<file path="src/sv/mcpe_pkg.sv">
// Shared types, constants and attribute helpers for the mouse cursor paint engine.
// No dependencies; every other file imports this package.
package mcpe_pkg;

    localparam int DEF_SCREEN_COLUMNS  = 80;
    localparam int DEF_SCREEN_ROWS     = 25;
    localparam int DEF_CELL_SCALE      = 72;
    localparam int DEF_SWATCH_WIDTH    = 4;
    localparam int DEF_PALETTE_ROWS    = 2;
    localparam int DEF_DARK_BACKGROUND = 0;

    localparam int NUM_SWATCHES = 8;
    localparam int QUEUE_DEPTH  = 4;
    localparam int SPEED_W      = 4;

    // widest internal fields over the whole parameter range
    localparam int ADDR_MAX_W = 13;
    localparam int COL_MAX_W  = 7;
    localparam int ROW_MAX_W  = 6;

    localparam int CELL_ADDR_W = 11;
    localparam int COL_OUT_W   = 7;
    localparam int ROW_OUT_W   = 5;

    localparam logic [2:0] PAINT_COLOR_RESET = 3'd4;
    localparam logic [7:0] HL_MASK           = 8'h88;
    localparam logic [7:0] COLOR_MASK        = 8'h77;

    localparam int FLAG_LEFT  = 0;
    localparam int FLAG_RIGHT = 1;
    localparam int FLAG_XSIGN = 4;
    localparam int FLAG_YSIGN = 5;
    localparam int FLAG_XOVF  = 6;
    localparam int FLAG_YOVF  = 7;

    typedef struct packed {
        logic [7:0] packet_flags;
        logic [7:0] move_x;
        logic [7:0] move_y;
    } packet_word_t;

    typedef struct packed {
        logic [CELL_ADDR_W-1:0] cell_address;
        logic [7:0]             attribute_value;
        logic                   last_write;
        logic [COL_OUT_W-1:0]   cursor_column;
        logic [ROW_OUT_W-1:0]   cursor_row;
        logic [2:0]             chosen_color;
    } result_word_t;

    typedef struct packed {
        logic [ADDR_MAX_W-1:0] addr;
        logic [COL_MAX_W-1:0]  col;
        logic [ROW_MAX_W-1:0]  row;
        logic [2:0]            color;
        logic                  left;
        logic                  paint;
    } cmd_t;

    typedef struct packed {
        logic push;
        cmd_t cmd;
    } q_push_t;

    typedef struct packed {
        logic valid;
        cmd_t cmd;
    } q_head_t;

    function automatic logic [7:0] with_highlight(input logic [7:0] a, input logic on);
        return on ? (a | HL_MASK) : (a & COLOR_MASK);
    endfunction

    function automatic logic [7:0] with_color(input logic [7:0] a, input logic [2:0] c);
        return (a & HL_MASK) | {1'b0, c, 1'b0, c};
    endfunction

    function automatic logic [2:0] swatch_of(input logic [COL_MAX_W-1:0] col,
                                             input int sw);
        logic [2:0] c;
        c = 3'd0;
        for (int i = 1; i < NUM_SWATCHES; i++) begin
            if (int'(col) >= i * sw) begin
                c = 3'(i);
            end
        end
        return c;
    endfunction

endpackage

</file>
<file path="src/sv/mcpe_queue.sv">
// Short command queue between the front end and the attribute writer.
// Depends on mcpe_pkg.
module mcpe_queue import mcpe_pkg::*; (
    input  logic    aclk,
    input  logic    aresetn,
    input  q_push_t q_wr,
    output logic    q_full,
    output q_head_t q_head,
    input  logic    q_pop
);

    localparam int PTR_W = $clog2(QUEUE_DEPTH);

    cmd_t             slot_reg [QUEUE_DEPTH];
    logic [PTR_W-1:0] wr_ptr_reg, rd_ptr_reg;
    logic [PTR_W:0]   count_reg;

    assign q_full       = count_reg == (PTR_W+1)'(QUEUE_DEPTH);
    assign q_head.valid = count_reg != '0;
    assign q_head.cmd   = slot_reg[rd_ptr_reg];

    always_ff @(posedge aclk) begin
        if (!aresetn) begin
            wr_ptr_reg <= '0;
            rd_ptr_reg <= '0;
            count_reg  <= '0;
        end else begin
            if (q_wr.push) begin
                wr_ptr_reg <= wr_ptr_reg + 1'b1;
            end
            if (q_pop) begin
                rd_ptr_reg <= rd_ptr_reg + 1'b1;
            end
            if (q_wr.push && !q_pop) begin
                count_reg <= count_reg + 1'b1;
            end else if (q_pop && !q_wr.push) begin
                count_reg <= count_reg - 1'b1;
            end
        end
    end

    always_ff @(posedge aclk) begin
        if (q_wr.push) begin
            slot_reg[wr_ptr_reg] <= q_wr.cmd;
        end
    end

endmodule

</file>
<file path="config.mk">
export PLATFORM = sky130hd
export DESIGN_NAME = mcpe_queue
export DESIGN_NICKNAME = d
export VERILOG_FILES = /design/src/sv/mcpe_pkg.sv /design/src/sv/mcpe_queue.sv
export SDC_FILE = /design/constraint.sdc
export NUM_CORES = 1
export LEC_CHECK = 0
export ABC_CLOCK_PERIOD_IN_PS = 2300
export BUFFER_PORTS_ARGS = -buffer_cell sky130_fd_sc_hd__buf_4
export CAP_MARGIN = 20
export CORE_MARGIN = 2
export CORE_UTILIZATION = 56
export DETAILED_ROUTE_END_ITERATION = 8
export PLACE_DENSITY = 0.78
export SLEW_MARGIN = 20
export SYNTH_ARGS = -nofsm -noshare
export SYNTH_HDL_FRONTEND = slang
export SYNTH_SLANG_ARGS = --single-unit
</file>
<file path="constraint.sdc">
create_clock -name aclk -period 2.3 [get_ports aclk]
set_input_delay 0.69 -clock aclk [delete_from_list [all_inputs] [get_ports aclk]]
set_output_delay 0.69 -clock aclk [all_outputs]
set_load 0.01 [all_outputs]
</file>
; ---- Word level (Yosys, flattened, before mapping)
; Memory sizes are Yosys's and may differ from the RTL's. A register that Yosys moved wholly into a read port is not among the register bits.
; Index checks and enable logic that the tools add are counted.
[totals]
word_cells = 21
n_memories = 1
ram_bits = 124
inputBits = 35
ff_bits = 7
[memory_table]
columns = name, words, width, rd, rd_clocked_by_memory_dff, write_ports, line
row1 = slot_reg, 4, 31, 1, 1, 1, mcpe_queue.sv:14  ; cmd_t slot_reg [QUEUE_DEPTH];
[classes]
eq_ne = 1
n_reduce_logical = 6
add_sub_neg = 4
n_mux = 6
[op_table]
columns = cell, count
row1 = $mux 3, 2
row2 = $add 2x1->2 const B, 2
row3 = $mux 2, 2
row4 = $add 3x1->3 const B, 1
row5 = $eq 3x3->1 const B, 1
row6 = $reduce_bool 3->1, 1
row7 = $sub 3x1->3 const B, 1
row8 = $logic_and 1x1->1, 2
row9 = $logic_not 1->1, 2
row10 = $mux 1, 2
row11 = $reduce_bool 2->1, 1

; ---- Longest topological paths before layout
[logic_depth]
ltp_word = 4
depth_mapped = 7
mapped_depth_nobuf = 7

; ---- Worst setup path before layout
; OpenSTA, ideal clock, no wires.
[synth_path]
path_kind = input to register
start = input port q_pop
end = register count_reg[2]
setup_time_ns = 0.076
required_time_ns = 2.224
stages = 7
n_path_buf = 0
t_arrival_ns = 1.891
path_slack_ns = 0.333
cell_sequence = inv_1 ha_1 inv_1 fa_1 xor2_1 or3_1 a21boi_0
[synth_between]
elab_chain_len = 3
elab_cells_between_ends = 5
[synth_lines]
columns = item, line
row1 = "start, declared", mcpe_queue.sv:9  ; input logic q_pop
row2 = $logic_not 1->1, mcpe_queue.sv:34  ; if (q_wr.push && !q_pop) begin
row3 = $logic_and 1x1->1, mcpe_queue.sv:34
row4 = $mux 3 or $reduce_bool 2->1 (tied branches), n/a
row5 = "end signal, assigned", mcpe_queue.sv:35  ; count_reg <= count_reg + 1'b1;
row6 = "end signal, assigned", mcpe_queue.sv:37  ; count_reg <= count_reg - 1'b1;
row7 = "end, declared", mcpe_queue.sv:16  ; logic [PTR_W:0] count_reg;
; Parallel ways exist; a longest one is shown, timed or not.
; A chain may end at the register's enable or synchronous reset.

==> metrics <==
status=finished with violations; violated checks=negative setup slack; largest family of logic cells by synthesized area=multiplexers; Via density=5.44; dpl hpwl=4890 um; Hold Violations, Final=0; Placer Congestion=0.725; simple-gate share of the synthesized area=0.0188; Worst Hold Class=in -> reg; nets@finish=336; Final Setup Violations=31; WL/cell=~20 um; count leader, synth=edfxtp_1; worst r2r dst=count_reg[2]; H-tree levels=4; slack of the worst reg-to-reg path=0.81 ns; # diodes=0; top_reg_cell synth=edfxtp_1; clock slew at reported path FFs=~0.060 ns; RR Startpoint=count_reg[0]; syn_area_per_cell=24.1 um2; PwrDens=between 900 and 1000 mW/mm2; final worst slack=-0.152 ns; Largest register FFs=124; via count=approximately 2300; final non-filler cell total=416; Sum Neg Setup Slack=-3.64 ns; multi-input combinational cell area=955 um2; static leakage=2.23 nW; first-pass GRT wire length=13000 um; 1st-pass router iterations=4; worst path arrival time=roughly 1.8 ns; All-Layer GR Usage=0.187; EDFF count, synth=about 120; clk root buf=clkbuf_8; YS warnings=0; Synth top area share=0.757; DIE WIDTH=between 90 and 100 um; Crit. End Element=output port; DRT Wirelength=between 8000 and 9000 um; Initial Utilization=0.570; Tmin final=2.45 ns; Register Area=0.00391 mm2; Reg2Reg Depth=4; Post-Syn Nets=245; initial antenna violation count=0; CP Max Fanout=16; Placement Setup Slack=0.105 ns; CP Launch Type=flop; peak supply drop=~0.63 mV; Rel. slew slack=0.779; GRT overflow=0; DRC=0; max-cap violations=0; Layout fillers=roughly 500; sequential fraction of the synthesis area=0.793; CP required=1.61 ns; flops & latches, synth=133; Hold Buf Count CTS=0; Ports=68; number of global-route vias before repair=2376; core area=approximately 0.0086 mm2; Worst Max-Slew Pin Slew=0.331 ns; total power=0.00617 W; die area=0.00955 mm2; postcts setup bufs=0; commonest cells in the netlist=124 x edfxtp_1, 30 x mux4_2, 9 x and2_1, 9 x dfxtp_1, 5 x ha_1; dpl cells=approximately 380; clk sink count=133; Clock Skew=0.00769 ns; fmax=408 MHz; Mapped Area=0.00492 mm2; Core Rows=34; RSZ-0062 raised after global routing=true; min-delay src=q_wr[24]; leading area contributor after synthesis=edfxtp_1; Final Max Tran Viols=0; largest net degree at the start of global routing=22; Setup CP Type=reg -> out; starting DRC count in detailed routing=approximately 120; synthesis-to-layout area growth=29.1%; xor/xnor share of the synthesized area=0.00890; Antenna Nets Post-Route=0; count of cell types in the netlist=19; ranking of synthesized cells by area=edfxtp_1 76%, mux4_2 14%, dfxtp_1 3.7%; Compound-Gate Fraction of Synth Area=0.00254; Longest Clk Path Bufs=2; CTS buffer count=17; period utilization=1.07; async set-reset flop share out of synthesis=0; Hold Path Depth=1; die height=97.7 um; mux cell area share after synthesis=0.147; TritonCTS clock tree=yes; hold endpoint=slot_reg[3][24]; adder-cell area share of the yosys netlist=0.0168; layout cell share with drive strength beyond 1=0.461; worst skew pair latency=0.51 ns; Mapped Cells=204; number of port buffers=67
-- through the flow --
stage          area, um2   util  hold WS, ns
4_1_cts             6350  0.736        0.361
3_5_place_dp        5640  0.653        0.501
2_1_floorplan       4920      -        0.467
5_1_grt             6350  0.736        0.354
3_3_place_gp        5640  0.653        0.491
6_report            6350  0.736        0.384
-- cell families (layout without fill, tap and decap cells) --
family	count (synthesis)	after routing
AO/OA/AOI/OAI	2	2
XOR/XNOR	5	5
adder cells (fa/ha/maj)	6	6
buffers and inverters	10	114
flip-flops	133	133
multiplexers	33	33
AND/OR/NAND/NOR	15	15
-- cell usage in the layout (no fill, tap or decap), drive strengths merged --
cell type | netlist | layout
a21boi | 1 | 1
or3 | 2 | 2
clkbuf | 0 | 17
mux4 | 31 | 31
fa | 1 | 1
nor3b | 1 | 1
o21ai | 1 | 1
xnor2 | 2 | 2
inv | 4 | 5
dfxtp | 9 | 9
mux2i | 2 | 2
nor2b | 2 | 2
bufinv | 0 | 4
ha | 5 | 5
edfxtp | 124 | 124
clkinv | 0 | 8
xor2 | 3 | 3
nand2 | 1 | 1
and2 | 9 | 9
buf | 6 | 78
clkinvlp | 0 | 2
-- routing by layer --
layer,track usage,up-vias,part of all wire
met5,0,-,0
met4,0.0684,0,0.0086
met3,0.0687,8,0.075
met2,0.293,84,0.50
met1,0.246,1142,0.41
li1,-,1028,-
-- layout make-up --
type	count	share of cell area
tap	108	0.0213
clock buffer	17	0.0652
sequential	133	0.615
inverter	4	0.00236
timing repair buffer	78	0.116
multi-input combinational	61	0.150
clock inverter	15	0.0293
-- worst max-delay path, stage by stage (launching register included) --
cell	delay (ns)
dfxtp_4	0.37
buf_12	0.18
mux4_2	0.55
buf_6	0.14
-- power breakdown --
part | switching [W] | leakage, nW | internal, W | total [W]
registers | 0.0000422 | 1.21 | 0.00278 | 0.00282
logic | 0.000293 | 0.732 | 0.000383 | 0.000676
clock network | 0.000933 | 0.288 | 0.00174 | 0.00268
-- worst max-delay path by stage --
stage          slack (ns)           end  depth (start not counted)
4_1_cts             -0.20    q_head[25]                          3
5_1_grt             -0.23    q_head[25]                          3
2_1_floorplan        0.33  count_reg[2]                          7
3_5_place_dp         0.11  count_reg[2]                          8
6_report            -0.15    q_head[25]                          3
3_3_place_gp         0.17  count_reg[2]                          8
-- timing repair --
item | 4_1_cts | 5_1_grt
cloned | 0 | 0
setup endpoints to repair | 31 | 31
hold endpoints to repair | 0 | 0
pin swaps | 0 | 0
resized for setup | 33 | 0
No activity file was read; power rests on OpenSTA's default activity.
