===== src/sv/mcpe_pkg.sv =====
// Shared types, constants and attribute helpers for the mouse cursor paint engine.
// No dependencies; every other file imports this package.
package mcpe_pkg;

    localparam int DEF_SCREEN_COLUMNS  = 80;
    localparam int DEF_SCREEN_ROWS     = 25;
    localparam int DEF_CELL_SCALE      = 72;
    localparam int DEF_SWATCH_WIDTH    = 4;
    localparam int DEF_PALETTE_ROWS    = 2;
    localparam int DEF_DARK_BACKGROUND = 0;

    localparam int NUM_SWATCHES = 8;
    localparam int QUEUE_DEPTH  = 4;
    localparam int SPEED_W      = 4;

    // widest internal fields over the whole parameter range
    localparam int ADDR_MAX_W = 13;
    localparam int COL_MAX_W  = 7;
    localparam int ROW_MAX_W  = 6;

    localparam int CELL_ADDR_W = 11;
    localparam int COL_OUT_W   = 7;
    localparam int ROW_OUT_W   = 5;

    localparam logic [2:0] PAINT_COLOR_RESET = 3'd4;
    localparam logic [7:0] HL_MASK           = 8'h88;
    localparam logic [7:0] COLOR_MASK        = 8'h77;

    localparam int FLAG_LEFT  = 0;
    localparam int FLAG_RIGHT = 1;
    localparam int FLAG_XSIGN = 4;
    localparam int FLAG_YSIGN = 5;
    localparam int FLAG_XOVF  = 6;
    localparam int FLAG_YOVF  = 7;

    typedef struct packed {
        logic [7:0] packet_flags;
        logic [7:0] move_x;
        logic [7:0] move_y;
    } packet_word_t;

    typedef struct packed {
        logic [CELL_ADDR_W-1:0] cell_address;
        logic [7:0]             attribute_value;
        logic                   last_write;
        logic [COL_OUT_W-1:0]   cursor_column;
        logic [ROW_OUT_W-1:0]   cursor_row;
        logic [2:0]             chosen_color;
    } result_word_t;

    typedef struct packed {
        logic [ADDR_MAX_W-1:0] addr;
        logic [COL_MAX_W-1:0]  col;
        logic [ROW_MAX_W-1:0]  row;
        logic [2:0]            color;
        logic                  left;
        logic                  paint;
    } cmd_t;

    typedef struct packed {
        logic push;
        cmd_t cmd;
    } q_push_t;

    typedef struct packed {
        logic valid;
        cmd_t cmd;
    } q_head_t;

    function automatic logic [7:0] with_highlight(input logic [7:0] a, input logic on);
        return on ? (a | HL_MASK) : (a & COLOR_MASK);
    endfunction

    function automatic logic [7:0] with_color(input logic [7:0] a, input logic [2:0] c);
        return (a & HL_MASK) | {1'b0, c, 1'b0, c};
    endfunction

    function automatic logic [2:0] swatch_of(input logic [COL_MAX_W-1:0] col,
                                             input int sw);
        logic [2:0] c;
        c = 3'd0;
        for (int i = 1; i < NUM_SWATCHES; i++) begin
            if (int'(col) >= i * sw) begin
                c = 3'(i);
            end
        end
        return c;
    endfunction

endpackage


===== src/sv/mcpe_front.sv =====
// Front end: speed register, canvas cursor update and clamp, cell lookup pipeline,
// palette classification and colour selection. Depends on mcpe_pkg.
module mcpe_front import mcpe_pkg::*; #(
    parameter int SCREEN_COLUMNS = DEF_SCREEN_COLUMNS,
    parameter int SCREEN_ROWS    = DEF_SCREEN_ROWS,
    parameter int CELL_SCALE     = DEF_CELL_SCALE,
    parameter int SWATCH_WIDTH   = DEF_SWATCH_WIDTH,
    parameter int PALETTE_ROWS   = DEF_PALETTE_ROWS
) (
    input  logic               aclk,
    input  logic               aresetn,
    input  logic               cfg_valid,
    input  logic [SPEED_W-1:0] cfg_data,
    input  logic               s_valid,
    output logic               s_ready,
    input  packet_word_t       s_data,
    input  logic               enable,
    input  logic               q_full,
    output q_push_t            q_wr
);

    localparam int CANVAS_W = SCREEN_COLUMNS * CELL_SCALE;
    localparam int CANVAS_H = SCREEN_ROWS * CELL_SCALE;
    localparam int XW       = $clog2(CANVAS_W);
    localparam int YW       = $clog2(CANVAS_H);
    localparam int SH       = (XW > YW) ? XW : YW;
    localparam int RW       = SH + 1;
    localparam int RECIP    = (2 ** SH) / CELL_SCALE;
    localparam int SUM_W    = ((SH > 13) ? SH : 13) + 2;
    localparam int COL_W    = $clog2(SCREEN_COLUMNS);
    localparam int ROW_W    = $clog2(SCREEN_ROWS);
    localparam int ADDR_W   = $clog2(SCREEN_COLUMNS * SCREEN_ROWS);
    localparam int PAL_COLS = SWATCH_WIDTH * NUM_SWATCHES;
    localparam int PAL_ROW0 = SCREEN_ROWS - PALETTE_ROWS;

    localparam logic [XW-1:0] X_RESET = XW'(CANVAS_W / 2);
    localparam logic [YW-1:0] Y_RESET = YW'(CANVAS_H / 2);

    logic [SPEED_W-1:0] speed_reg;
    logic [XW-1:0]      x_reg, x_next;
    logic [YW-1:0]      y_reg, y_next;
    logic [2:0]         color_reg, color_next;

    logic               st1_valid_reg, st1_left_reg, st1_right_reg;
    logic [XW-1:0]      st1_x_reg;
    logic [YW-1:0]      st1_y_reg;
    logic               st2_valid_reg, st2_left_reg, st2_right_reg;
    logic [XW-1:0]      st2_x_reg;
    logic [YW-1:0]      st2_y_reg;
    logic [COL_W-1:0]   st2_qx_reg;
    logic [ROW_W-1:0]   st2_qy_reg;
    logic               st3_valid_reg, st3_left_reg, st3_right_reg;
    logic [COL_W-1:0]   st3_col_reg;
    logic [ROW_W-1:0]   st3_qy_reg;

    logic                    advance, take, overflow, load;
    logic signed [8:0]       dx, dy;
    logic signed [13:0]      px, py;
    logic signed [SUM_W-1:0] sum_x, sum_y;
    logic [XW+RW-1:0]        x_prod;
    logic [YW+RW-1:0]        y_prod;
    logic [XW-1:0]           x_base, x_rem;
    logic [YW-1:0]           y_base, y_rem;
    logic [COL_W-1:0]        col_next;
    logic [ROW_W-1:0]        qy_next;
    logic [ROW_W-1:0]        row_scr;
    logic                    on_palette;
    logic [ADDR_W-1:0]       cell_addr;

    assign advance  = !st3_valid_reg || !q_full;
    assign s_ready  = advance && enable;
    assign take     = s_valid && s_ready;
    assign overflow = s_data.packet_flags[FLAG_XOVF] || s_data.packet_flags[FLAG_YOVF];
    assign load     = take && !overflow;

    assign dx = $signed({s_data.packet_flags[FLAG_XSIGN], s_data.move_x});
    assign dy = $signed({s_data.packet_flags[FLAG_YSIGN], s_data.move_y});
    assign px = dx * $signed({1'b0, speed_reg});
    assign py = dy * $signed({1'b0, speed_reg});

    always_comb begin
        sum_x = SUM_W'($signed({1'b0, x_reg})) + SUM_W'(px);
        sum_y = SUM_W'($signed({1'b0, y_reg})) + SUM_W'(py);
        if (sum_x < 0) begin
            x_next = '0;
        end else if (sum_x >= SUM_W'(CANVAS_W)) begin
            x_next = XW'(CANVAS_W - 1);
        end else begin
            x_next = sum_x[XW-1:0];
        end
        if (sum_y < 0) begin
            y_next = '0;
        end else if (sum_y >= SUM_W'(CANVAS_H)) begin
            y_next = YW'(CANVAS_H - 1);
        end else begin
            y_next = sum_y[YW-1:0];
        end
    end

    // quotient estimate by reciprocal, low by at most one
    assign x_prod = (XW+RW)'(st1_x_reg) * (XW+RW)'(RECIP);
    assign y_prod = (YW+RW)'(st1_y_reg) * (YW+RW)'(RECIP);

    always_comb begin
        x_base   = XW'(st2_qx_reg) * XW'(CELL_SCALE);
        y_base   = YW'(st2_qy_reg) * YW'(CELL_SCALE);
        x_rem    = st2_x_reg - x_base;
        y_rem    = st2_y_reg - y_base;
        col_next = (x_rem >= XW'(CELL_SCALE)) ? st2_qx_reg + 1'b1 : st2_qx_reg;
        qy_next  = (y_rem >= YW'(CELL_SCALE)) ? st2_qy_reg + 1'b1 : st2_qy_reg;
    end

    always_comb begin
        row_scr    = ROW_W'(SCREEN_ROWS - 1) - st3_qy_reg;
        on_palette = (int'(st3_col_reg) < PAL_COLS) && (int'(row_scr) >= PAL_ROW0);
        cell_addr  = ADDR_W'(row_scr) * ADDR_W'(SCREEN_COLUMNS) + ADDR_W'(st3_col_reg);
        color_next = color_reg;
        if (st3_left_reg && on_palette) begin
            color_next = swatch_of(COL_MAX_W'(st3_col_reg), SWATCH_WIDTH);
        end
        q_wr.push      = st3_valid_reg && !q_full;
        q_wr.cmd.addr  = ADDR_MAX_W'(cell_addr);
        q_wr.cmd.col   = COL_MAX_W'(st3_col_reg);
        q_wr.cmd.row   = ROW_MAX_W'(row_scr);
        q_wr.cmd.color = color_next;
        q_wr.cmd.left  = st3_left_reg;
        q_wr.cmd.paint = (st3_left_reg || st3_right_reg) && !on_palette;
    end

    always_ff @(posedge aclk) begin
        if (!aresetn) begin
            speed_reg     <= SPEED_W'(1);
            x_reg         <= X_RESET;
            y_reg         <= Y_RESET;
            color_reg     <= PAINT_COLOR_RESET;
            st1_valid_reg <= 1'b0;
            st2_valid_reg <= 1'b0;
            st3_valid_reg <= 1'b0;
        end else begin
            if (cfg_valid) begin
                speed_reg <= cfg_data;
            end
            if (load) begin
                x_reg <= x_next;
                y_reg <= y_next;
            end
            if (advance) begin
                st1_valid_reg <= load;
                st2_valid_reg <= st1_valid_reg;
                st3_valid_reg <= st2_valid_reg;
            end
            if (q_wr.push) begin
                color_reg <= color_next;
            end
        end
    end

    always_ff @(posedge aclk) begin
        if (advance) begin
            st1_left_reg  <= s_data.packet_flags[FLAG_LEFT];
            st1_right_reg <= s_data.packet_flags[FLAG_RIGHT];
            st1_x_reg     <= x_next;
            st1_y_reg     <= y_next;
            st2_left_reg  <= st1_left_reg;
            st2_right_reg <= st1_right_reg;
            st2_x_reg     <= st1_x_reg;
            st2_y_reg     <= st1_y_reg;
            st2_qx_reg    <= x_prod[SH +: COL_W];
            st2_qy_reg    <= y_prod[SH +: ROW_W];
            st3_left_reg  <= st2_left_reg;
            st3_right_reg <= st2_right_reg;
            st3_col_reg   <= col_next;
            st3_qy_reg    <= qy_next;
        end
    end

endmodule


===== config.mk =====
export PLATFORM = sky130hd
export DESIGN_NAME = mcpe_front
export DESIGN_NICKNAME = d
export VERILOG_FILES = /design/src/sv/mcpe_pkg.sv /design/src/sv/mcpe_front.sv
export SDC_FILE = /design/constraint.sdc
export NUM_CORES = 1
export LEC_CHECK = 0
export ABC_AREA = 1
export BUFFER_PORTS_ARGS = -buffer_cell sky130_fd_sc_hd__buf_2
export CAP_MARGIN = 20
export CORE_MARGIN = 2
export CORE_UTILIZATION = 40
export DETAILED_ROUTE_END_ITERATION = 10
export HOLD_SLACK_MARGIN = 0.03
export SLEW_MARGIN = 5
export SYNTH_ARGS = -nofsm -noshare
export SYNTH_HDL_FRONTEND = slang
export SYNTH_SLANG_ARGS = --single-unit

===== constraint.sdc =====
create_clock -name aclk -period 6.3 [get_ports aclk]
set_clock_uncertainty 0.2 [all_clocks]
set_input_delay 0.315 -clock aclk [delete_from_list [all_inputs] [get_ports aclk]]
set_output_delay 0.315 -clock aclk [all_outputs]
set_load 0.02 [all_outputs]

; ---- Yosys cells after proc, flatten, opt, wreduce, memory -nomap -nowiden
; Cells that the tools add are included.
[classes]
addsub = 8
n_mul = 7
div_mod_pow = 0
n_lt_le_gt_ge = 15
n_eq_ne = 0
shifts = 0
muxes = 14
bitwise = 0
reduce_logical = 14
[ops]
columns = op, count
row1 = $lt 15x1->1 const B, 2
row2 = $ge 7x5->1 const B, 4
row3 = $mul 9x5->14, 2
row4 = $mux 13, 2
row5 = $mux 11, 2
row6 = $mux 3, 7
row7 = $mul 13x7->20 const B, 1
row8 = $mul 11x7->18 const B, 1
row9 = $add 12x14->15, 1
row10 = $add 14x14->15, 1
row11 = $ge 15x12->1 const B, 1
row12 = $ge 15x14->1 const B, 1
row13 = $ge 7x4->1 const B, 2
row14 = $ge 13x7->1 const B, 1
row15 = $sub 13x13->13, 1
row16 = $add 11x7->11, 1
row17 = $ge 11x7->1 const B, 1
row18 = $sub 11x11->11, 1
row19 = $mul 7x4->10 const B, 1
row20 = $mul 5x4->8 const B, 1
row21 = $add 7x1->7 const B, 1
row22 = $ge 7x3->1 const B, 1
row23 = $logic_and 1x1->1, 7
row24 = $lt 7x6->1 const B, 1
row25 = other kinds (9), 14
[word_totals]
ff_bits = 112
latch_bits = 0
ramBits = 0
mem_bits_ro = 0
input_bits = 34
out_inout_bits = 33
elab_cells = 79
mem_count = 0

; ---- Logic depth before layout (Yosys ltp)
; Gate-level depths: netlist of run 1.
[depth]
ltp_word = 9
depth_mapped = 25
depth_no_buf = 23

; ---- Worst setup path after synthesis of run 1
; No wires, ideal clock.
[synth_timing]
path_type = reg-to-reg
startpoint = reg speed_reg[1]
endpoint = reg st1_x_reg[12] (data pin)
setup_ns = 0.251
arrival_time_ns = 3.961
t_required_ns = 5.849
path_slack_ns = 1.889
path_stages_with_launch = 21
path_buffers = 3
period_less_slack_ns = 4.411
cell_sequence = dfxtp_1 clkbuf_1 clkbuf_1 nand2_1 fa_1 inv_1 fa_1 inv_1 fa_1 inv_1 ha_1 nand2_1 nand2_1 a21oi_4 nand2_4 a21oi_2 xor2_1 inv_2 buf_6 nand2_1 inv_1
[synth_via]
elab_chain_cells = 5
elab_cells_between_ends = 6
classes_between = add/sub: 1 / mul: 1 / order compare: 2 / mux: 2
[synth_rtl]
columns = element, line
row1 = from (decl), mcpe_front.sv:39  ; logic [SPEED_W-1:0] speed_reg;
row2 = from (signal assigned), mcpe_front.sv:141  ; speed_reg <= cfg_data;
row3 = $mul 9x5->14 *, mcpe_front.sv:78  ; assign px = dx * $signed({1'b0, speed_reg});
row4 = $add 14x14->15 *, mcpe_front.sv:82  ; sum_x = SUM_W'($signed({1'b0, x_reg})) + SUM_W'(px);
row5 = $ge 15x14->1, mcpe_front.sv:86  ; end else if (sum_x >= SUM_W'(CANVAS_W)) begin
row6 = $mux 13, mcpe_front.sv:86
row7 = $mux 13 *, mcpe_front.sv:84  ; if (sum_x < 0) begin
row8 = net x_next[12], mcpe_front.sv:40  ; logic [XW-1:0] x_reg, x_next;
row9 = to (signal assigned), mcpe_front.sv:162  ; st1_x_reg <= x_next;
row10 = to (decl), mcpe_front.sv:45  ; logic [XW-1:0] st1_x_reg;
; Mark *: on every way through the listed nets, which the timed path passes. The rest lies on a longest branch.
; A chain may end at the register's enable or synchronous reset.

; ---- Worst setup path in the final report of run 1
[layout_timing]
startpoint = reg speed_reg[1]
endpoint = reg x_reg[11]
[layout_via]
elab_chain_cells = 5
elab_cells_between_ends = 6
classes_between = add/sub: 1 / mul: 1 / order compare: 2 / mux: 2
[layout_rtl]
columns = element, line
row1 = $mul 9x5->14 *, mcpe_front.sv:78
row2 = $add 14x14->15 *, mcpe_front.sv:82
row3 = $ge 15x14->1, mcpe_front.sv:86
row4 = $mux 13, mcpe_front.sv:86
row5 = $mux 13 *, mcpe_front.sv:84
row6 = net x_next[11], mcpe_front.sv:40
row7 = to (signal assigned), mcpe_front.sv:144  ; x_reg <= x_next;
row8 = to (decl), mcpe_front.sv:40
; Marked as above.

==> results of run 1 <==
-- worst register-to-register path, delay by kind of cell (launching register included) --
kind / cells / cell delay, ns
xor gates and xnor gates: 1 / 0.61
DFF: 1 / 0.58
AOI/OAI and AO/OA: 2 / 0.32
and+or+nand+nor: 6 / 0.73
buffers and inverters: 5 / 0.47
adders and majority gates: 4 / 1.86
-- cells in the mapped netlist, drive strengths merged (2+ instances only) --
master,instances
a21o,6
a21oi,78
clkbuf,13
nand4,21
dfxtp,34
o211ai,3
edfxtp,72
buf,14
nand2,296
o2111ai,2
nand3b,6
nor2,66
o21bai,5
xor2,40
nor3,10
inv,354
xnor2,23
nand3,68
o21ai,59
ha,191
fa,98
a31oi,3
-- per-layer routing --
layer / track usage, % / vias to the layer above / share of wire (%)
li1: - / 4721 / -
met1: 20.6 / 4191 / 49
met2: 26.6 / 115 / 47
met3: 1.86 / 18 / 3.0
met4: 3.25 / 0 / 1.0
met5: 0 / - / 0
-- per-stage QoR --
step | util, % | worst slack, ns | instance area, sq um
floorplan | - | 1.89 | 12300
global placement | 42.6 | 1.49 | 13000
finish | 43.9 | 1.46 | 13400
global route | 43.9 | 1.11 | 13400
detailed placement | 42.6 | 1.45 | 13000
CTS | 43.8 | 1.43 | 13400
-- kinds of logic after synthesis --
family | share of synthesized area (%)
buf+inv | 12.1
other cells | 0.0304
xor+xnor | 4.81
simple gates | 17.2
fa+ha+maj | 35.3
compound gates | 7.51
flops | 23.1
-- timing repair --
action	4_1_cts	5_1_grt
hold buffers	7	0
endpoints found under the hold margin	6	0
setup buffers	0	0
-- final timing paths --
path	from	end	slack [ns]	cells past startpoint
setup reg to reg	speed_reg[1]$_SDFFE_PN0P_	x_reg[11]$_SDFFE_PN1P_	1.46	18
hold / removal	cfg_valid	speed_reg[2]$_SDFFE_PN0P_	0.06	3
setup / recovery	speed_reg[1]$_SDFFE_PN0P_	x_reg[11]$_SDFFE_PN1P_	1.46	18
hold reg to reg	st1_right_reg$_DFFE_PN_	st2_right_reg$_DFFE_PN_	0.22	0
-- final cells by class --
cell class | instances | area, sq um
Clock inverter | 7 | 75.1
Multi-Input combinational cell | 983 | 8010
Clock buffer | 9 | 225
Sequential cell | 106 | 2840
Fill cell | 3040 | 17100
Inverter | 354 | 1330
Tap cell | 396 | 495
Timing Repair Buffer | 71 | 418
==> results.md, run 1 <==
- Status: finished clean
- Worst stage delay on the critical path: 0.61 ns
- Slew margin rel.: 33.0%
- Share of cells above drive strength 1: 10.1%
- Gate Count Post-Synth: around 1500
- I/O pins: between 60 and 70
- Initial antenna violation count: 0
- Final period util: 76.8%
- Achievable Freq: 207 MHz
- Vias per std cell: 4.70
- Die W: between 150 and 200 um
- DP Cell Count: 1902
- Ys Warns: 0
- Post-synth cell types: 46
- Worst Max-Slew Pin Slew: ~1.0 ns
- Routed WL: roughly 23000 um
- Cell accounting for the most synthesized area: ha_1
- Avg Inst Size Synth: about 8.4 sq um
- Critical path required time: about 6.4 ns
- Max Cap Viol: 0
- Wirelength per Cell: 12.0 um
- Post-synth EDFFs: between 70 and 80
- DPL Wire Length: 19400 um
- Share of the synthesized area in the top cell type: around a fifth
- Clk root buf: clkbuf_16
- Via count: 9045
- GPL Wtd Cong: 0.843
- Non-Filler Instances: a little under 2000
- Clock Latency Late Sink: ~0.36 ns
- Commonest non-fill, non-tap cell in the layout: inv_1
- Initial core utilization: between 40 and 50%
- Mapped cell area: about 12000 sq um
- CP cell instances: buf_4 -> nand2_1 -> fa_1 -> inv_1 -> fa_1 -> inv_1 -> fa_1 -> inv_1 -> ha_1 -> nand2_1 -> inv_1 -> a21oi_2 -> o211ai_2 -> xor2_2 -> nand2_1 -> nor2_2 -> nand2_1 -> nand2_1
- Worst-path fanout max: 12
- Unrepaired setup endpoints after global routing: no
- First-pass GRT wire length: between 40000 and 50000 um
- # port buffers: 61
- Cell mode on critical path: nand2_1
- Crit path DAT: 4.94 ns
- Grt ovf: 0
- Register area share after synthesis: a little under a quarter
- CP Launch Type: flip-flop
- Cell row count: 64
- Final net count: about 1800
- Critical path class: reg -> reg
- Yosys reg bits: between 100 and 150
- Ant diodes: 0
- DRC errors left: 0
- Min-Delay Path Class: in -> reg
- Most frequent cells in the layout: 347 x inv_1, 271 x nand2_1, 191 x ha_1
- Family with the most delay on the worst path: adder cells
- Final Hold Vio Count: 0
- DR pass1 iterations: 4
- CTS tree: built
- Clk sinks: approximately 110
- Final setup violation count: 0
- CTS resizes: 0
- Vias in the first global route: 9325
- Area grow syn2layout: 8.68%
- Async SR Flop Fraction: 0%
- Slew Viols, Final: 0
- Final TNS setup: 0 ns
- Synth area leaders: ha_1 19%, edfxtp_1 18%, fa_1 16%
- Min cycle time layout: 4.84 ns
- Antenna-violating nets left: 0
- Worst-path clk slew: around 0.080 ns
- Worst hold slack: between 0.06 and 0.07 ns
- Crit path capture type: flip-flop
- Core region area: 30500 sq um
- CP Buf/Inv Count: 5
- Die area: around 32000 sq um
- Slowest CP cell: xor2_2
- H-Tree Depth: 3
- Largest net degree at the start of global routing: between 70 and 80
- Cts bufs inserted: 9
- Top FF cell, synth: edfxtp_1
- GRT Util Overall: 15.4%
- Clock Path Buffers: 2
- Die Span Y: between 150 and 200 um
- 1st-iter DRT viols: between 300 and 400
Power of run 1 is not shown: default switching activity piles up to over one toggle a cycle in this logic, so the estimate is an artifact.
==> run 2, diff against run 1 <==
--- a/config.mk
+++ b/config.mk
@@ -5,7 +5,7 @@
 export SDC_FILE = /design/constraint.sdc
 export NUM_CORES = 1
 export LEC_CHECK = 0
-export ABC_AREA = 1
+export ABC_AREA = 0
 export BUFFER_PORTS_ARGS = -buffer_cell sky130_fd_sc_hd__buf_2
 export CAP_MARGIN = 20
 export CORE_MARGIN = 2
==> constraint.sdc (replaced) <==
create_clock -name aclk -period 4 [get_ports aclk]
set_clock_uncertainty 0.2 [all_clocks]
set_input_delay 0.2 -clock aclk [delete_from_list [all_inputs] [get_ports aclk]]
set_output_delay 0.2 -clock aclk [all_outputs]
set_load 0.02 [all_outputs]
==> results.md, run 2 <==
- Post-layout util: 54.0% (+10 points)
- Wirelength per Cell: 15.2 um (+27%)
- Worst-path clk slew: 0.08 ns (about the same)
- Avg Inst Size Synth: 9.94 sq um (+18%)
- I/O pins: 67 (unchanged)
- Register area: 2850 sq um (+0.18%)
- Reg2reg start: speed_reg[0]$_SDFFE_PN1P_
- Worst-path fanout max: 8 (-4)
- Initial core utilization: 40.6% (+0.18 points)
- Clk root buf: clkbuf_16
- FF-to-FF End: st1_y_reg[6]$_DFFE_PN_
- CP cell instances: buf_8 -> nand2_4 -> fa_1 -> inv_2 -> fa_1 -> inv_2 -> fa_2 -> inv_2 -> ha_4 -> nand3_2 -> o2111ai_2 -> xor2_2 -> nor4bb_4 -> or4_4 -> nand3_4 -> nor3_2
- Cts bufs inserted: 9 (unchanged)
- Cell row count: 62 (-3.1%)
- Unrepaired setup endpoints after global routing: yes
- Crit path capture type: flip-flop
- Cell mode on critical path: inv_2
- Largest net degree at the start of global routing: 74 (-2.6%)
- DPL Wire Length: 21000 um (+8.5%)
- 1st-iter DRT viols: 353 (-5.1%)
- Design Area, Final: 15500 sq um (+16%)
- Share of cells above drive strength 1: 34.1% (+24 points)
- DR pass1 iterations: 4 (unchanged)
- Final Hold Vio Count: 0 (unchanged)
- Final period util: 112% (+35 points)
- Worst stage delay on the critical path: 0.55 ns (-0.06 ns)
- Cell accounting for the most synthesized area: ha_1
- Achievable Freq: 224 MHz (+8.1%)
- Ys Warns: 0 (unchanged)
- H-Tree Depth: 3 (unchanged)
- Worst Setup SP: speed_reg[0]$_SDFFE_PN1P_
- Antenna-violating nets left: 0 (unchanged)
- Initial antenna violation count: 1 (+1)
- Most frequent cells in the layout: 180 x inv_1, 157 x ha_1, 152 x buf_4
- Mapped cell area: 11600 sq um (-5.5%)
- Critical path required time: 3.91 ns (-2.49 ns)
- First-pass GRT wire length: 44300 um (+5.1%)
- DP Area: 13600 sq um (+4.3%)
- Area of the multi-input gates: 9150 sq um (+14%)
- PwrDens: between 800 and 900 nW/um^2
- Min cycle time layout: 4.47 ns (-0.364 ns)
- Async SR Flop Fraction: 0% (unchanged)
- Most frequent cell after synthesis: inv_1
- Share of the synthesized area in the top cell type: 20.5% (+1.1 points)
- CP Launch Type: flip-flop
- Final net count: 1738 (-6.0%)
- Routed WL: 27500 um (+19%)
- Via count: 9074 (+0.32%)
- Status: complete, but fails checks
- Core region area: 28700 sq um (-5.9%)
- # port buffers: 61 (unchanged)
- Vias in the first global route: 9252 (-0.78%)
- Clk sinks: 106 (unchanged)
- Clock Latency Late Sink: 0.36 ns (about the same)
- Die W: 175 um (-2.7%)
- Leading cell types by count after synthesis: 207 x inv_1, 191 x ha_1, 98 x fa_1
- Min-Delay Path Class: in -> reg
- Gate Count Post-Synth: 1172 (-20%)
- Max Cap Viol: 0 (unchanged)
- Grt ovf: 0 (unchanged)
- Setup crit end: st1_y_reg[6]$_DFFE_PN_
- Max VDD drop: about 0.44 mV
- GRT Util Overall: 17.9% (+2.5 points)
- P_leak: 0.00730 uW
- Area grow syn2layout: 33.1%
- Crit path DAT: 4.38 ns (-0.56 ns)
- Slowest CP cell: or4_4
- Slew Viols, Final: 0 (unchanged)
- Worst Max-Slew Pin Slew: 0.937 ns (-0.0690 ns)
- Post-synth cell types: 81 (+76%)
- CTS tree: built
- DP Cell Count: 1731 (-9.0%)
- Reg2Reg Depth: 16 (-2)
- Register area share after synthesis: 24.4% (+1.3 points)
- Critical path class: reg -> reg
- Slew margin rel.: 37.0% (+4.1 points)
- Final setup violation count: 50 (+50)
- Top FF cell, synth: edfxtp_1
- DRC errors left: 0 (unchanged)
- Commonest non-fill, non-tap cell in the layout: inv_1
- FF-to-FF setup slack: -0.47 ns (-1.94 ns)
- Non-Filler Instances: 1807 (-6.2%)
- Post-route setup slack: -0.472 ns (-1.94 ns)
- Vias per std cell: 5.02 (+6.9%)
- Die Span Y: 175 um (-2.7%)
- Failing checks: setup timing
- Clock Path Buffers: 2 (unchanged)
- Filler cell count: 2543 (-16%)
- Die area: 30500 sq um (-5.4%)
- GPL Wtd Cong: 0.841 (-0.31%)
- Worst hold slack: 0.0662 ns (+0.00326 ns)
- Yosys reg bits: 106 (unchanged)
- Synth area leaders: ha_1 21%, edfxtp_1 19%, fa_1 17%
- Post-synth EDFFs: 72 (unchanged)
-- run 2: worst min-delay path by stage --
stage / startpoint / end / slack, ns / cells after the start
final: cfg_valid / speed_reg[0]$_SDFFE_PN1P_ / 0.07 / 3
after global routing: cfg_valid / speed_reg[0]$_SDFFE_PN1P_ / 0.09 / 3
after floorplan: s_data[16] / st1_left_reg$_DFFE_PN_ / 0.1 / 0
after detailed placement: s_data[16] / st1_left_reg$_DFFE_PN_ / 0.20 / 1
after global placement: s_data[17] / st1_right_reg$_DFFE_PN_ / 0.20 / 1
after CTS: cfg_valid / speed_reg[0]$_SDFFE_PN1P_ / 0.03 / 3
-- run 2: final cells by class --
class                           count  share of cell area (%)
Antenna cell                        3                  0.0484
Clock buffer                       10                    1.48
Clock inverter                      6                   0.476
Inverter                          208                    5.05
Multi-Input combinational cell    837                    59.0
Sequential cell                   106                    18.4
Tap cell                          384                    3.10
Timing Repair Buffer              253                    12.5
-- run 2: timing repair --
| action | 4_1_cts | 5_1_grt |
|---|---|---|
| pin swaps | 115 | 90 |
| cloned | 4 | 1 |
| hold endpoints to repair | 9 | 0 |
| setup buffers | 25 | 22 |
| setup endpoints to repair | 56 | 57 |
| gates resized for setup | 140 | 111 |
| hold buffers | 9 | 0 |
-- run 2: per-layer routing --
| layer | vias to the layer above | wire [um] | track usage, % |
|---|---|---|---|
| met1 | 4397 | 12600 | 23.7 |
| met5 | - | 0 | 0 |
| met2 | 158 | 13300 | 30.4 |
| met4 | 0 | 376 | 4.10 |
| li1 | 4493 | - | - |
| met3 | 26 | 1160 | 3.26 |
-- run 2: through the flow --
stage               TNS, ns  setup WS [ns]  total power [uW]
floorplan            -18.60         -0.481              8390
global placement     -26.78         -0.700             10700
detailed placement   -28.67         -0.713             11000
CTS                  -19.09         -0.472             13000
global route         -27.00         -0.624             15200
finish               -20.29         -0.472             13800
-- run 2: kinds of logic after synthesis --
logic type | after synthesis | synth area share, %
simple gates | 275 | 12.1
other cells | 1 | 0.0322
fa+ha+maj | 289 | 37.4
compound gates | 193 | 12.2
mux | 9 | 0.827
flops | 106 | 24.4
buf+inv | 235 | 7.89
xor+xnor | 64 | 5.16
-- run 2: power by group --
group | switching, uW | internal (uW)
combinational | 5720 | 5080
sequential | 359 | 1680
clock | 425 | 494
total | 6510 | 7260
-- run 2: critical path, delay by kind of cell (launching register included) --
family                   cells  cell delay, ns
adder cells (fa/ha/maj)      4            1.88
XOR/XNOR                     1            0.25
buffers and inverters        4            0.27
flip-flops                   1            0.37
AO/OA/AOI/OAI                1            0.24
AND/OR/NAND/NOR              6            1.01
No activity file was read; power rests on OpenSTA's default activity.
==> run 3, diff against run 2 <==
--- a/config.mk
+++ b/config.mk
@@ -9,9 +9,11 @@
 export BUFFER_PORTS_ARGS = -buffer_cell sky130_fd_sc_hd__buf_2
 export CAP_MARGIN = 20
 export CORE_MARGIN = 2
-export CORE_UTILIZATION = 40
+export CORE_UTILIZATION = 50
 export DETAILED_ROUTE_END_ITERATION = 10
 export HOLD_SLACK_MARGIN = 0.03
+export PLACE_DENSITY = 0.7
+export SKIP_LAST_GASP = 1
 export SLEW_MARGIN = 5
 export SYNTH_ARGS = -nofsm -noshare
 export SYNTH_HDL_FRONTEND = slang
==> results.md, run 3 (synthesis results as in run 2) <==
- Status: complete, but fails checks
- Failing checks: setup timing
- Cell row count: 55 (-11%)
- Worst Max-Slew Pin Slew: 1.09 ns (+0.156 ns)
- GPL Wtd Cong: 0.873 (+3.8%)
- Min-Delay Path Class: in -> reg
- Slew margin rel.: 26.9% (-10 points)
- Largest net degree at the start of global routing: 74 (unchanged)
- Unrepaired setup endpoints after global routing: yes
- Wirelength per Cell: 15.3 um (+0.95%)
- Cts bufs inserted: 9 (unchanged)
- 1st-iter DRT viols: 342 (-3.1%)
- Crit path capture type: flip-flop
- Clk sinks: 106 (unchanged)
- Worst-path fanout max: 8 (unchanged)
- Die area: 24500 sq um (-20%)
- Most frequent cells in the layout: 186 x inv_1, 163 x ha_1, 146 x buf_4
- GR Util met3: 2.30% (-0.97 points)
- DPL Wire Length: 20100 um (-4.5%)
- Post-route setup slack: -0.617 ns (-0.144 ns)
- Area grow syn2layout: 29.6%
- Reg2Reg Depth: 18 (+2)
- Max Cap Viol: 0 (unchanged)
- Final setup violation count: 49 (-2.0%)
- Vias in the first global route: 9226 (-0.28%)
- Die W: 157 um (-10%)
- Vias per std cell: 5.31 (+5.7%)
- Core region area: 22800 sq um (-21%)
- CP Launch Type: flip-flop
- Via count: 9158 (+0.93%)
- Critical path class: reg -> reg
- Die Span Y: 157 um (-10%)
- First-pass GRT wire length: 42800 um (-3.3%)
- Critical path required time: 4.03 ns (+0.12 ns)
- Busiest layer in global routing: met2
- Antenna-violating nets left: 0 (unchanged)
- I/O pins: 67 (unchanged)
- Hold Path Cell Cnt: 4 (+1)
- Final net count: 1729 (-0.52%)
- Commonest non-fill, non-tap cell in the layout: inv_1
- Final Hold Vio Count: 0 (unchanged)
- DR pass1 iterations: 5 (+1)
- DRC errors left: 0 (unchanged)
- Design Area, Final: 15100 sq um (-2.6%)
- Slew Viols, Final: 0 (unchanged)
- Initial antenna violation count: 1 (unchanged)
- Achievable Freq: 217 MHz (-3.1%)
- Grt ovf: 0 (unchanged)
- GRT Util Overall: 21.6% (+3.7 points)
- H-Tree Depth: 3 (unchanged)
- DP Area: 13500 sq um (-0.58%)
- CTS tree: built
- Crit path DAT: 4.65 ns (+0.27 ns)
- Final period util: 115% (+3.6 points)
- Clock Latency Late Sink: 0.36 ns (about the same)
- Met2 Usage GRT: 37.7% (+7.3 points)
- Clk root buf: clkbuf_16
- Routed WL: 26500 um (-3.6%)
- Grt met1 use: 28.5% (+4.8 points)
- # port buffers: 61 (unchanged)
- Initial core utilization: 51.1% (+11 points)
- Share of cells above drive strength 1: 30.7% (-3.4 points)
- Worst-path clk slew: 0.08 ns (about the same)
- Min cycle time layout: 4.62 ns (+0.144 ns)
- Clock Path Buffers: 2 (unchanged)
run 3: cell count changes in the layout (fill, tap and decap cells not counted), sizes merged:
cell         before  now
or3               6    5
diode             3    1
a211oi            9    8
buf             244  234
inv             209  211
bufinv            1    0
a21o             15   14
dlygate4sd3       9   12
run 3: through the flow:
step                setup TNS (ns)  setup WS (ns)  cells  utilization (%)  hold WS [ns]
floorplan                   -18.60         -0.481   1174                -        0.0989
global placement            -23.22         -0.604   1658             59.2         0.176
detailed placement          -26.11         -0.649   1658             59.2         0.183
CTS                         -20.91         -0.542   1699             63.0         0.174
global route                -33.18         -0.798   1724             66.3         0.217
finish                      -25.34         -0.617   1725             66.3         0.217
run 3: layer usage:
metal  share of wire, %  up-vias
li1                   -     4464
met1                 44     4433
met2                 50      225
met3                4.4       36
met4                1.7        0
met5                  0        -
run 3: cell type report:
type	instances	area [sq um]
Antenna cell	1	2.50
Clock buffer	9	225
Clock inverter	7	57.6
Fill cell	1678	7680
Inverter	208	781
Multi-Input combinational cell	834	8880
Sequential cell	106	2850
Tap cell	313	392
Timing Repair Buffer	247	1910
run 3: final timing paths:
path                             start                endpoint  slack [ns]
min                            s_valid   y_reg[7]$_SDFFE_PN1P_        0.22
max          speed_reg[1]$_SDFFE_PN0P_   x_reg[9]$_SDFFE_PN1P_       -0.62
min reg2reg     st1_left_reg$_DFFE_PN_  st2_left_reg$_DFFE_PN_        0.23
max reg2reg  speed_reg[1]$_SDFFE_PN0P_   x_reg[9]$_SDFFE_PN1P_       -0.62
run 3: critical path: stages (launching register included):
cell	delay, ns
dfxtp_4	0.37
clkbuf_16	0.16
and2_2	0.18
buf_6	0.12
fa_1	0.48
fa_1	0.53
inv_2	0.04
fa_1	0.55
inv_2	0.05
ha_4	0.23
buf_6	0.12
buf_4	0.13
a21oi_2	0.21
o31ai_4	0.11
xnor2_2	0.26
o31ai_4	0.17
a21oi_4	0.30
buf_4	0.17
a31oi_1	0.09
run 3: what timing repair did:
item / CTS / global route
gates resized for setup: 68 / 124
gates cloned: 1 / 1
endpoints found under the hold margin: 10 / 0
hold buffers: 12 / 0
pin swaps: 48 / 69
buffers inserted: 12 / 26
endpoints found under the setup margin: 55 / 62
Power of run 3 is left out for the same reason.
